<file path="config.mk">
export PLATFORM = sky130hd
export DESIGN_NAME = banned_word_stream_detector_core
export DESIGN_NICKNAME = d
export VERILOG_FILES = /design/src/hw/rtl/bwsd_pkg.sv /design/src/hw/rtl/bwsd_cell.sv /design/src/hw/rtl/banned_word_stream_detector_core.sv
export SDC_FILE = /design/constraint.sdc
export NUM_CORES = 2
export LEC_CHECK = 0
export BUFFER_PORTS_ARGS = -buffer_cell sky130_fd_sc_hd__buf_2
export CORE_ASPECT_RATIO = 2
export CORE_MARGIN = 2
export CORE_UTILIZATION = 40
export DETAILED_ROUTE_END_ITERATION = 7
export GPL_TIMING_DRIVEN = 0
export SLEW_MARGIN = 30
export SYNTH_ARGS = -nofsm -noshare
export SYNTH_HDL_FRONTEND = slang
export SYNTH_SLANG_ARGS = --single-unit
export TNS_END_PERCENT = 5
</file>
<file path="constraint.sdc">
create_clock -name clk_i -period 9 [get_ports clk_i]
set_clock_uncertainty 0.1 [all_clocks]
set_input_delay 1.35 -clock clk_i [delete_from_list [all_inputs] [get_ports clk_i]]
set_output_delay 1.35 -clock clk_i [all_outputs]
set_load 0.05 [all_outputs]
</file>
<file path="src/hw/rtl/bwsd_pkg.sv">
// Shared types, codes and the case-fold helper for the banned word stream detector.
// No dependencies; imported by bwsd_cell and banned_word_stream_detector_core.
`default_nettype none

package bwsd_pkg;

  // Item kinds carried on the input tuser bit
  localparam logic OP_LOAD = 1'b0;
  localparam logic OP_SCAN = 1'b1;

  // Sequencer states of the core
  typedef enum logic [1:0] {
    ST_IDLE,
    ST_RUN,
    ST_FIN
  } st_e;

  // Control broadcast from the core to every window cell
  typedef struct packed {
    logic shift;  // take a new byte from the left neighbor
    logic fold;   // compare letters case-insensitively
  } cell_ctl_t;

  // Map A-Z onto a-z when folding is on
  function automatic logic [7:0] fold_byte(input logic [7:0] c, input logic en);
    logic [7:0] r;
    r = c;
    if (en && (c >= 8'h41) && (c <= 8'h5A)) begin
      r = c + 8'd32;
    end
    return r;
  endfunction

endpackage

`default_nettype wire

</file>
<file path="src/hw/rtl/bwsd_cell.sv">
// One window cell: holds the message byte at a fixed distance back from the newest byte,
// passes it on to the next cell and checks it against the word character aligned to it.
// Depends on bwsd_pkg.
`default_nettype none

module bwsd_cell
  import bwsd_pkg::*;
#(
  parameter int MAX_LEN  = 16,
  parameter int CELL_IDX = 0
) (
  input  wire logic                                 clk_i,
  input  wire cell_ctl_t                            ctl_i,
  input  wire logic [7:0]                           byte_i,
  output logic      [7:0]                           byte_o,
  input  wire logic [MAX_LEN-1:0][7:0]              chars_i,
  input  wire logic [$clog2(MAX_LEN+1)-1:0]         len_i,
  output logic                                      ok_o
);

  localparam int LEN_W = $clog2(MAX_LEN + 1);
  localparam int POS_W = $clog2(MAX_LEN);

  logic [7:0]       byte_q;
  logic             in_word;
  logic [LEN_W-1:0] sel_full;
  logic [POS_W-1:0] sel;
  logic [7:0]       wchar;

  // Window byte, shifted one cell further per scanned byte
  always_ff @(posedge clk_i) begin
    if (ctl_i.shift) begin
      byte_q <= byte_i;
    end
  end

  assign byte_o = byte_q;

  // This cell lines up with word character len-1-CELL_IDX
  assign in_word  = (len_i > LEN_W'(CELL_IDX));
  assign sel_full = len_i - LEN_W'(CELL_IDX + 1);
  assign sel      = sel_full[POS_W-1:0];
  assign wchar    = chars_i[sel];

  // Positions outside the word never veto a match
  assign ok_o = !in_word ||
                (fold_byte(wchar, ctl_i.fold) == fold_byte(byte_q, ctl_i.fold));

endmodule

`default_nettype wire

</file>
<file path="src/hw/rtl/banned_word_stream_detector_core.sv">
// Top level of the banned word stream detector: word table memory, window cell chain,
// sweep sequencer and output register. Depends on bwsd_pkg and bwsd_cell.
`default_nettype none

// Load words (tuser = 0) write one character and the length of one table entry; a length
// of 0 disables the entry. Scan words (tuser = 1) push one message byte into a chain of
// MAX_LEN window cells, then the table is swept one entry per cycle from its single read
// port, comparing every entry against the window in all cells at once; the sweep stops at
// the first entry that matches, and the input is held off until it ends. On the byte
// marked by tlast one result word reports whether any entry occurred in the message and
// the lowest matching index, and the message window starts over; that byte holds the
// input off for as long as the previous result word still waits in the output register.
// Entries whose characters were never written compare unpredictably. fold_case resets to 1
// and is written only between items, while no scan byte is being swept; a write applies
// to scan bytes accepted at the same edge or later.
module banned_word_stream_detector_core
  import bwsd_pkg::*;
#(
  parameter int NUM_WORDS = 16,
  parameter int MAX_LEN   = 16
) (
  input  wire logic        clk_i,
  input  wire logic        rst_ni,
  // config register: fold_case
  input  wire logic        cfg_valid_i,
  output logic             cfg_ready_o,
  input  wire logic        cfg_data_i,
  // input stream
  input  wire logic        s_axis_tvalid,
  output logic             s_axis_tready,
  // [3:0] word_index, [7:4] char_index, [15:8] char_value, [20:16] word_length
  input  wire logic [23:0] s_axis_tdata,
  input  wire logic        s_axis_tuser,  // [0] operation
  input  wire logic        s_axis_tlast,
  // result stream
  output logic             m_axis_tvalid,
  input  wire logic        m_axis_tready,
  output logic [7:0]       m_axis_tdata   // [0] banned_found, [4:1] first_word
);

  localparam int IDX_W = (NUM_WORDS > 1) ? $clog2(NUM_WORDS) : 1;
  localparam int LEN_W = $clog2(MAX_LEN + 1);
  localparam int POS_W = $clog2(MAX_LEN);
  localparam int CHR_W = MAX_LEN * 8;
  localparam int ROW_W = CHR_W + LEN_W;

  // ---------------------------------------------------------------- input unpack
  logic             s_hs;
  logic             scan_go;
  logic             ld_we;
  logic             ld_char_ok;
  logic [3:0]       in_widx;
  logic [3:0]       in_cidx;
  logic [7:0]       in_cval;
  logic [4:0]       in_wlen;
  logic [IDX_W+3:0] widx_ext;
  logic [POS_W+3:0] cidx_ext;
  logic [LEN_W+4:0] wlen_ext;
  logic [IDX_W-1:0] wr_addr;
  logic [POS_W-1:0] wr_pos;
  logic [LEN_W-1:0] wr_len;

  assign in_widx = s_axis_tdata[3:0];
  assign in_cidx = s_axis_tdata[7:4];
  assign in_cval = s_axis_tdata[15:8];
  assign in_wlen = s_axis_tdata[20:16];

  assign widx_ext = {IDX_W'(0), in_widx};
  assign cidx_ext = {POS_W'(0), in_cidx};
  assign wlen_ext = {LEN_W'(0), in_wlen};
  assign wr_addr  = widx_ext[IDX_W-1:0];
  assign wr_pos   = cidx_ext[POS_W-1:0];
  assign wr_len   = (32'(in_wlen) > MAX_LEN) ? LEN_W'(MAX_LEN) : wlen_ext[LEN_W-1:0];

  st_e state_q, state_d;

  assign s_axis_tready = (state_q == ST_IDLE);
  assign s_hs          = s_axis_tvalid && s_axis_tready;
  assign scan_go       = s_hs && (s_axis_tuser == OP_SCAN);
  assign ld_we         = s_hs && (s_axis_tuser == OP_LOAD) && (32'(in_widx) < NUM_WORDS);
  assign ld_char_ok    = (32'(in_cidx) < MAX_LEN);

  // ---------------------------------------------------------------- config register
  logic fold_q;

  // Taken only between items so a running sweep keeps its compare mode
  assign cfg_ready_o = (state_q == ST_IDLE);

  always_ff @(posedge clk_i or negedge rst_ni) begin
    if (!rst_ni) begin
      fold_q <= 1'b1;
    end else if (cfg_valid_i && cfg_ready_o) begin
      fold_q <= cfg_data_i;
    end
  end

  // ---------------------------------------------------------------- word table
  // One row per entry: characters in the low bytes, length on top
  logic [ROW_W-1:0]     word_mem_q [NUM_WORDS];
  logic [NUM_WORDS-1:0] wvld_q;
  logic [ROW_W-1:0]     row_q;
  logic                 row_en_q;
  logic [IDX_W-1:0]     addr_q, addr_d;

  always_ff @(posedge clk_i) begin
    if (ld_we) begin
      word_mem_q[wr_addr][ROW_W-1 -: LEN_W] <= wr_len;
      if (ld_char_ok) begin
        word_mem_q[wr_addr][{wr_pos, 3'b000} +: 8] <= in_cval;
      end
    end
    row_q <= word_mem_q[addr_q];
  end

  // Entries never loaded read as disabled
  always_ff @(posedge clk_i or negedge rst_ni) begin
    if (!rst_ni) begin
      wvld_q   <= '0;
      row_en_q <= 1'b0;
    end else begin
      if (ld_we) begin
        wvld_q[wr_addr] <= 1'b1;
      end
      row_en_q <= wvld_q[addr_q];
    end
  end

  logic [MAX_LEN-1:0][7:0] row_chars;
  logic [LEN_W-1:0]        row_len;

  assign row_chars = row_q[CHR_W-1:0];
  assign row_len   = row_en_q ? row_q[ROW_W-1 -: LEN_W] : '0;

  // ---------------------------------------------------------------- window cell chain
  cell_ctl_t           cell_ctl;
  logic [MAX_LEN-1:0]  cell_ok;
  logic [7:0]          cell_byte [MAX_LEN+1];

  assign cell_ctl.shift = scan_go;
  assign cell_ctl.fold  = fold_q;
  assign cell_byte[0]   = in_cval;

  for (genvar gi = 0; gi < MAX_LEN; gi++) begin : g_cell
    bwsd_cell #(
      .MAX_LEN  (MAX_LEN),
      .CELL_IDX (gi)
    ) u_cell (
      .clk_i   (clk_i),
      .ctl_i   (cell_ctl),
      .byte_i  (cell_byte[gi]),
      .byte_o  (cell_byte[gi+1]),
      .chars_i (row_chars),
      .len_i   (row_len),
      .ok_o    (cell_ok[gi])
    );
  end

  // ---------------------------------------------------------------- sweep sequencer
  logic [LEN_W-1:0] fill_q, fill_d;
  logic             rv_q, rv_d;
  logic [IDX_W-1:0] rw_q, rw_d;
  logic             last_q, last_d;
  logic             found_q, found_d;
  logic [IDX_W-1:0] fidx_q, fidx_d;
  logic             mv_q, mv_d;
  logic             out_ld;
  logic             hit;

  // Entry in row_q matches the window ending at the newest byte
  assign hit = rv_q && (row_len != '0) && (row_len <= fill_q) && (&cell_ok);

  always_comb begin
    state_d = state_q;
    addr_d  = addr_q;
    rv_d    = 1'b0;
    rw_d    = addr_q;
    last_d  = last_q;
    found_d = found_q;
    fidx_d  = fidx_q;
    fill_d  = fill_q;
    mv_d    = mv_q && !m_axis_tready;
    out_ld  = 1'b0;
    unique case (state_q)
      ST_IDLE: begin
        if (scan_go) begin
          state_d = ST_RUN;
          addr_d  = '0;
          last_d  = s_axis_tlast;
          if (fill_q != LEN_W'(MAX_LEN)) begin
            fill_d = fill_q + LEN_W'(1);
          end
        end
      end
      ST_RUN: begin
        rv_d = 1'b1;
        if (addr_q != IDX_W'(NUM_WORDS - 1)) begin
          addr_d = addr_q + IDX_W'(1);
        end
        if (hit) begin
          if (!found_q || (rw_q < fidx_q)) begin
            found_d = 1'b1;
            fidx_d  = rw_q;
          end
          state_d = ST_FIN;
        end else if (rv_q && (rw_q == IDX_W'(NUM_WORDS - 1))) begin
          state_d = ST_FIN;
        end
      end
      ST_FIN: begin
        if (!last_q) begin
          state_d = ST_IDLE;
        end else if (!mv_q || m_axis_tready) begin
          out_ld  = 1'b1;
          mv_d    = 1'b1;
          found_d = 1'b0;
          fidx_d  = '0;
          fill_d  = '0;
          state_d = ST_IDLE;
        end
      end
      default: begin
        state_d = ST_IDLE;
      end
    endcase
  end

  always_ff @(posedge clk_i or negedge rst_ni) begin
    if (!rst_ni) begin
      state_q <= ST_IDLE;
      addr_q  <= '0;
      rv_q    <= 1'b0;
      rw_q    <= '0;
      last_q  <= 1'b0;
      found_q <= 1'b0;
      fidx_q  <= '0;
      fill_q  <= '0;
      mv_q    <= 1'b0;
    end else begin
      state_q <= state_d;
      addr_q  <= addr_d;
      rv_q    <= rv_d;
      rw_q    <= rw_d;
      last_q  <= last_d;
      found_q <= found_d;
      fidx_q  <= fidx_d;
      fill_q  <= fill_d;
      mv_q    <= mv_d;
    end
  end

  // ---------------------------------------------------------------- output register
  logic             m_found_q;
  logic [3:0]       m_word_q;
  logic [IDX_W+3:0] fidx_ext;

  assign fidx_ext = {4'b0000, fidx_q};

  always_ff @(posedge clk_i) begin
    if (out_ld) begin
      m_found_q <= found_q;
      m_word_q  <= fidx_ext[3:0];
    end
  end

  assign m_axis_tvalid = mv_q;
  assign m_axis_tdata  = {3'b000, m_word_q, m_found_q};

  // ---------------------------------------------------------------- assertions
  // A result appears only after the sweep of a final byte
  a_result_source: assert property (@(posedge clk_i) disable iff (!rst_ni)
    $rose(m_axis_tvalid) |-> $past(state_q == ST_FIN && last_q))
    else $error("result raised outside the end of a message");

  // Window fill count never passes the chain length
  a_fill_bound: assert property (@(posedge clk_i) disable iff (!rst_ni)
    fill_q <= LEN_W'(MAX_LEN))
    else $error("window fill count overflow");

  // Evaluated rows always belong to an existing entry
  a_row_index: assert property (@(posedge clk_i) disable iff (!rst_ni)
    (state_q == ST_RUN && rv_q) |-> (32'(rw_q) < NUM_WORDS))
    else $error("sweep evaluated a row beyond the table");

  // An accepted scan byte starts a sweep with a non-empty window
  a_scan_start: assert property (@(posedge clk_i) disable iff (!rst_ni)
    scan_go |=> (state_q == ST_RUN && fill_q != '0 && !rv_q))
    else $error("scan byte did not start a sweep");

endmodule

`default_nettype wire
</file>
Word level (Yosys, flattened, before mapping)
Memory sizes are Yosys's and may differ from the RTL's. A register that Yosys moved wholly into a read port is not among the register bits.
Index checks and enable logic that the tools add are counted.
Widths: inputs -> output; s select.
{"block": "op_classes", "add_sub_neg": 51, "magnitude_cmp": 102, "eq_ne": 30, "shift": 2, "mux": 109, "n_bitwise": 7, "n_reduce_logical": 122}
{"operator": "$bmux 8 s4", "n": 16}
{"operator": "$mux 8", "n": 48}
{"operator": "$add 8x6->8 const B", "n": 32}
{"operator": "$ge 8x7->1 const B", "n": 32}
{"operator": "$le 8x7->1 const B", "n": 32}
{"operator": "$mux 133", "n": 1}
{"operator": "$shift 8x9->133 const A", "n": 1}
{"operator": "$shiftx 8x9->133", "n": 1}
{"operator": "$eq 8x8->1", "n": 16}
{"operator": "$lt 4x5->1 const B", "n": 18}
{"operator": "$logic_and 1x1->1", "n": 74}
{"operator": "$gt 5x4->1 const B", "n": 8}
{"operator": "$sub 4x4->4 const B", "n": 8}
{"operator": "$mux 5", "n": 6}
{"operator": "$mux 4", "n": 6}
{"operator": "$gt 5x3->1 const B", "n": 4}
{"operator": "$mux 1", "n": 20}
{"operator": "$logic_not 1->1", "n": 19}
{"operator": "$logic_or 1x1->1", "n": 18}
{"operator": "$or 16x16->16", "n": 1}
{"operator": "$pmux 4 s2", "n": 2}
{"operator": "$reduce_and 16->1", "n": 1}
{"operator": "$sub 4x3->4 const B", "n": 4}
{"operator": "$gt 5x1->1 const B", "n": 2}
{"operator": "other kinds (32)", "n": 53}
{"block": "word_totals", "register_bits": 174, "ram_bits": 2128, "mem_count": 1}
{"name": "word_mem_q", "words": 16, "width": 133, "read_ports": 1, "rd_clocked_by_memory_dff": 1, "wr": 1, "line": "banned_word_stream_detector_core.sv:99", "text": "logic [ROW_W-1:0] word_mem_q [NUM_WORDS];"}

Logic depth before layout (Yosys ltp)
{"block": "logic_depth", "ltp_word": 14, "ltp_mapped": 29}

By module
From an unflattened synthesis, not the netlist that was laid out.
{"block": "hier_totals", "cells_unflattened": 7080, "area_unflattened_um2": 115881.1}
{"mod": "banned_word_stream_detector_core", "n_inst": 1, "cells_per_inst": 4857, "area_per_inst_um2": 88572.4, "seq_area_each_um2": 67741.2}
{"mod": "bwsd_cell (g_cell[6].u_cell)", "n_inst": 1, "cells_per_inst": 188, "area_per_inst_um2": 2054.5, "seq_area_each_um2": 240.2}
{"mod": "bwsd_cell (g_cell[4].u_cell)", "n_inst": 1, "cells_per_inst": 181, "area_per_inst_um2": 1914.3, "seq_area_each_um2": 240.2}
{"mod": "bwsd_cell (g_cell[0].u_cell)", "n_inst": 1, "cells_per_inst": 173, "area_per_inst_um2": 1846.8, "seq_area_each_um2": 240.2}
{"mod": "bwsd_cell (g_cell[2].u_cell)", "n_inst": 1, "cells_per_inst": 134, "area_per_inst_um2": 1732.9, "seq_area_each_um2": 240.2}
{"mod": "bwsd_cell (g_cell[10].u_cell)", "n_inst": 1, "cells_per_inst": 127, "area_per_inst_um2": 1709.1, "seq_area_each_um2": 240.2}
{"mod": "bwsd_cell (g_cell[12].u_cell)", "n_inst": 1, "cells_per_inst": 144, "area_per_inst_um2": 1709.1, "seq_area_each_um2": 240.2}
{"mod": "bwsd_cell (g_cell[14].u_cell)", "n_inst": 1, "cells_per_inst": 117, "area_per_inst_um2": 1700.4, "seq_area_each_um2": 240.2}
{"mod": "bwsd_cell (g_cell[1].u_cell)", "n_inst": 1, "cells_per_inst": 154, "area_per_inst_um2": 1679.1, "seq_area_each_um2": 240.2}
{"mod": "bwsd_cell (g_cell[13].u_cell)", "n_inst": 1, "cells_per_inst": 133, "area_per_inst_um2": 1674.1, "seq_area_each_um2": 240.2}
{"mod": "bwsd_cell (g_cell[5].u_cell)", "n_inst": 1, "cells_per_inst": 134, "area_per_inst_um2": 1640.3, "seq_area_each_um2": 240.2}
{"mod": "bwsd_cell (g_cell[9].u_cell)", "n_inst": 1, "cells_per_inst": 136, "area_per_inst_um2": 1630.3, "seq_area_each_um2": 240.2}
{"mod": "bwsd_cell (g_cell[8].u_cell)", "n_inst": 1, "cells_per_inst": 132, "area_per_inst_um2": 1627.8, "seq_area_each_um2": 240.2}
{"mod": "bwsd_cell (g_cell[15].u_cell)", "n_inst": 1, "cells_per_inst": 112, "area_per_inst_um2": 1622.8, "seq_area_each_um2": 240.2}
{"mod": "3 more rows"}

Least setup slack after synthesis
No wires, ideal clock.
{"block": "synth_path", "path_kind": "register to register", "startpoint": "register row_q[129] (read register of word_mem_q)", "endpoint": "register fidx_q[0]", "setup_time_ns": 0.132, "t_arrival_ns": 5.826, "setup_slack_ns": 2.942, "stages_incl_launch_ff": 24, "synth_period_minus_slack_ns": 6.058, "path_cell_list": "dfxtp_1 buf_6 buf_6 buf_6 buf_2 nand2_1 clkbuf_1 buf_2 buf_1 ha_1 clkbuf_1 inv_1 buf_1 clkbuf_1 clkbuf_1 a31oi_1 ha_1 o41ai_1 xnor2_1 a41oi_1 nand2b_1 or4_4 nor3_4 o22ai_1"}
{"block": "synth_between", "elab_chain_len": 14}
{"element": "start: declaration", "line": "banned_word_stream_detector_core.sv:101", "text": "logic [ROW_W-1:0] row_q;"}
{"element": "$mux 5 (*)", "line": "banned_word_stream_detector_core.sv:132", "text": "assign row_len = row_en_q ? row_q[ROW_W-1 -: LEN_W] : '0;"}
{"element": "$sub 4x1->4, or another cell as far along", "line": "bwsd_cell.sv:41", "text": "assign sel_full = len_i - LEN_W'(CELL_IDX + 1);"}
{"element": "$bmux 8 s4", "line": "bwsd_cell.sv:43", "text": "assign wchar = chars_i[sel];"}
{"element": "$mux 8 (not written as such)", "line": "bwsd_cell.sv:43"}
{"element": "$ge 8x7->1", "line": "bwsd_pkg.sv:28", "text": "if (en && (c >= 8'h41) && (c <= 8'h5A)) begin"}
{"element": "$logic_and 1x1->1 (2 in a row)", "line": "bwsd_pkg.sv:28"}
{"element": "$mux 8", "line": "bwsd_pkg.sv:28"}
{"element": "$eq 8x8->1", "line": "bwsd_cell.sv:47", "text": "(fold_byte(wchar, ctl_i.fold) == fold_byte(byte_q, ctl_i.fold));"}
{"element": "$logic_or 1x1->1", "line": "bwsd_cell.sv:46", "text": "assign ok_o = !in_word ||"}
{"element": "$reduce_and 16->1", "line": "banned_word_stream_detector_core.sv:170", "text": "assign hit = rv_q && (row_len != '0) && (row_len <= fill_q) && (&cell_ok);"}
{"element": "$logic_and 1x1->1 (*)", "line": "banned_word_stream_detector_core.sv:170"}
{"element": "$ne 2x2->1 (no line) (*)"}
{"element": "$reduce_and 5->1 (no line) (*)"}
{"element": "end signal: assignment", "line": "banned_word_stream_detector_core.sv:245", "text": "fidx_q <= fidx_d;"}
{"element": "end: declaration", "line": "banned_word_stream_detector_core.sv:164", "text": "logic [IDX_W-1:0] fidx_q, fidx_d;"}
Mark *: on every way between the ends. The rest lies on a longest branch, timed or not. The select of a mux whose other input is x is not followed.
A chain may end at the register's enable or synchronous reset.

Worst setup path after layout
{"block": "layout_path", "startpoint": "register row_en_q", "endpoint": "register fidx_q[2]"}
{"block": "layout_between", "elab_chain_len": 14}
{"element": "start: declaration", "line": "banned_word_stream_detector_core.sv:102", "text": "logic row_en_q;"}
{"element": "start signal: assignment", "line": "banned_word_stream_detector_core.sv:124", "text": "row_en_q <= wvld_q[addr_q];"}
{"element": "$mux 5 (*)", "line": "banned_word_stream_detector_core.sv:132"}
{"element": "$sub 4x1->4, or another cell as far along", "line": "bwsd_cell.sv:41"}
{"element": "$bmux 8 s4", "line": "bwsd_cell.sv:43"}
{"element": "$mux 8 (not written as such)", "line": "bwsd_cell.sv:43"}
{"element": "$ge 8x7->1", "line": "bwsd_pkg.sv:28"}
{"element": "$logic_and 1x1->1 (2 in a row)", "line": "bwsd_pkg.sv:28"}
{"element": "$mux 8", "line": "bwsd_pkg.sv:28"}
{"element": "$eq 8x8->1", "line": "bwsd_cell.sv:47"}
{"element": "$logic_or 1x1->1", "line": "bwsd_cell.sv:46"}
{"element": "$reduce_and 16->1", "line": "banned_word_stream_detector_core.sv:170"}
{"element": "$logic_and 1x1->1 (*)", "line": "banned_word_stream_detector_core.sv:170"}
{"element": "$ne 2x2->1 (no line) (*)"}
{"element": "$reduce_and 5->1 (no line) (*)"}
Marks and branches as above.

==> run summary <==
run status - finished, final reports clean
final cell count without fillers - 10360
critical path class - flip-flop to flip-flop
Initial Util - 40.13%
CP Max Fanout - 20
mapped cell area - 108200 um^2
clock power share - 23.8%
Worst-Skew Late Latency - 0.94 ns
Worst-path clk slew - 0.07 ns
RSZ-0062 raised after global routing - no
P&R area growth vs syn - 12.57%
Final Hold Viols - 0
worst hold path class - flip-flop to flip-flop
Lkg Pwr - 41.84 nW
fillers - 23260
top_reg_cell synth - edfxtp_1
max_cap viols - 0
1st-pass router iterations - 8
FP Rows - 270
detailed-route wire length - 397.0 mm
post-route setup slack - 0.1410 ns
slew at the pin with the worst max-slew slack - 1.174 ns
Clock H-tree levels - 4
Fmax - 0.1129 GHz
DIE HEIGHT - 739.5 um
Layout Utilization - 45.18%
Post-synth EDFFs - 2261
Die ar. - 274900 um^2
Remaining Overflow, GRT - 0
num ports - 43
port bufs - 31
initial antenna violation count - 29
final setup vio count - 0
Initial DRC Count - 8219
Via density - 6.330
Worst Setup End Kind - flip-flop
Synth Instances - 6311
Gate power share - 41.5%
synthesized flop and latch total - 2435
Req. time, crit path - 9.66 ns
dpl hpwl - 298.7 mm
Vias - 65600
internal power - 23.85 mW
GP Congestion - 1.125
Placed Instances - 9943
Slew headroom - 21.74%
Yosys warning count - 0
CTS tree - done
fin crit period - 8.859 ns
sequential-to-total area share from yosys stat - 66.16%
GR Util All Layers - 28.68%
total negative setup slack - 0 ns
overall power - 39.64 mW
Slew Limit Fails - 0
post-route ant nets - 0
placed instance area - 114400 um^2
CTS resizes - 0
CTS buffer count - 217
NetSw - 15.79 mW
# DRC - 0
Final Cell Area - 121800 um^2
PwrDens - 325.5 nW/um^2
Worst Setup Start Kind - flip-flop
most common cell after layout, fill and taps aside - edfxtp_1
Die Wd - 371.8 um
final-stage net count - 6707
period utilization - 98.43%
sw frac - 39.84%
number of buffers inserted by hold repair at cts - 0
Peak VDD IR - 230.2 uV
Post-CTS Repair Setup Buffers - 0
largest net degree at the start of global routing - 69
global-route wire length before repair - 538.8 mm
hold path depth - 0
CTS sink cnt - 2435
Syn Area/Cell - 17.14 um^2
commonest cells after routing, fill and taps aside - edfxtp_1 (2261), mux4_2 (749), nor2_1 (430)
post-synthesis async set-or-reset flop share - 1.684%
R2R cell count - 19
share of layout cells above drive strength 1 - 25.51%
Cell variety after synth - 112
worst hold margin - 0.2992 ns
WP data arrival - 9.52 ns
vias in the first global route - 64090
wire per inst - 38.32 um
core area - 269600 um^2
sequential power share - 34.7%
pre-CTS WS - -0.4033 ns
Root Driver - clkbuf_16
CTS Buffer Depth - 4
## kinds of logic after synthesis
family	count (synthesis)	share of synthesized area, %
other	1	0.003466
and+or+nand+nor	1397	6.184
AOI/OAI and AO/OA	680	4.532
adders and majority gates	49	0.5667
DFF	2435	66.16
buffers and inverters	455	1.882
muxes	1150	19.38
xor gates and xnor gates	144	1.289
## critical path: stages (launching register included)
cell and delay [ns]:
dfrtp_1 0.54, clkbuf_1 0.35, clkdlybuf4s15_1 0.77, nand2_1 0.22, clkbuf_2 0.35, clkbuf_4 0.45
ha_1 0.41, clkbuf_1 0.67, inv_1 0.58, clkbuf_1 0.49, clkbuf_1 0.43, a221oi_2 0.83
xor2_1 0.14, o41ai_1 0.70, o221ai_1 0.27, nor4b_1 0.32, nand4b_1 0.20, nor3_1 0.32
nand4_1 0.28, o22ai_1 0.23
## path summary, 6_finish.rpt
check / endpoint / slack [ns] / start
min: rw_q[3] / 0.30 / addr_q[3]
min reg2reg: rw_q[3] / 0.30 / addr_q[3]
max reg2reg: fidx_q[2] / 0.14 / row_en_q
max: fidx_q[2] / 0.14 / row_en_q
max in group asynchronous: fill_q[2] / 7.87 / rst_ni
min in group asynchronous: wvld_q[0] / 0.37 / rst_ni
## cell type report
cell class,instances,area [um^2],area share [%]
Tap cell,3536,4424,3.633
Buffer,404,1983,1.628
Clock inverter,119,1244,1.021
Clock buffer,275,5821,4.779
Antenna cell,25,62.56,0.05136
Multi-Input combinational cell,3423,35350,29.02
Timing Repair Buffer,96,1135,0.9318
Inverter,49,193.9,0.1592
Sequential cell,2435,71580,58.77
## state kept, by name (all words and copies together) (netlist names), 2 cells and up
register              flops
rw_q                      4
fill_q                    5
state_q                   2
addr_q                    4
row_q                   133
fidx_q                    4
word_mem_q             2128
m_word_q                  4
g_cell.u_cell.byte_o    128
wvld_q                   16
## cells in the mapped netlist (all sizes together) (21+ instances only)
library cell  number  area, um^2
nor3              99       511.8
inv               47       178.9
or2               30       187.7
a211oi            74       555.5
and3              78       488.0
a2111oi           26       242.7
xor2              57       506.7
nand2            266       998.5
nor4              22       158.9
xnor2             79       706.9
o21ai             69       356.6
mux4             749       16870
a22oi             31       232.7
edfxtp          2261       67900
nor2             541        2033
nand2b            24       150.1
ha                49       613.1
nand3            139       700.7
a21oi            143       726.9
clkbuf           189       710.7
mux2i            342        3431
o22ai             42       262.8
o211ai            26       195.2
mux2              59       668.1
nand4             35       219.0
dfxtp            133        2663
and2              37       234.0
buf              217        1139
o221ai            21       183.9
dfrtp             40        1001
## power groups by stage
stage	clock network, mW	registers (mW)	logic (mW)
floorplan	0	13.1	9.68
global placement	0	13.9	15.6
detailed placement	0	13.9	15.9
CTS	9.54	13.7	15.9
global route	9.93	13.7	16.8
finish	9.44	13.8	16.4
## routing by layer
metal	GRT usage, %	up-vias	part of all wire, %
met5	0.05342	-	0.017
met2	44.08	3615	46
li1	-	26390	-
met3	6.201	1119	8.5
met4	19.97	10	8.7
met1	36.08	34460	37
Note: power is estimated with default switching activity, not from simulation.
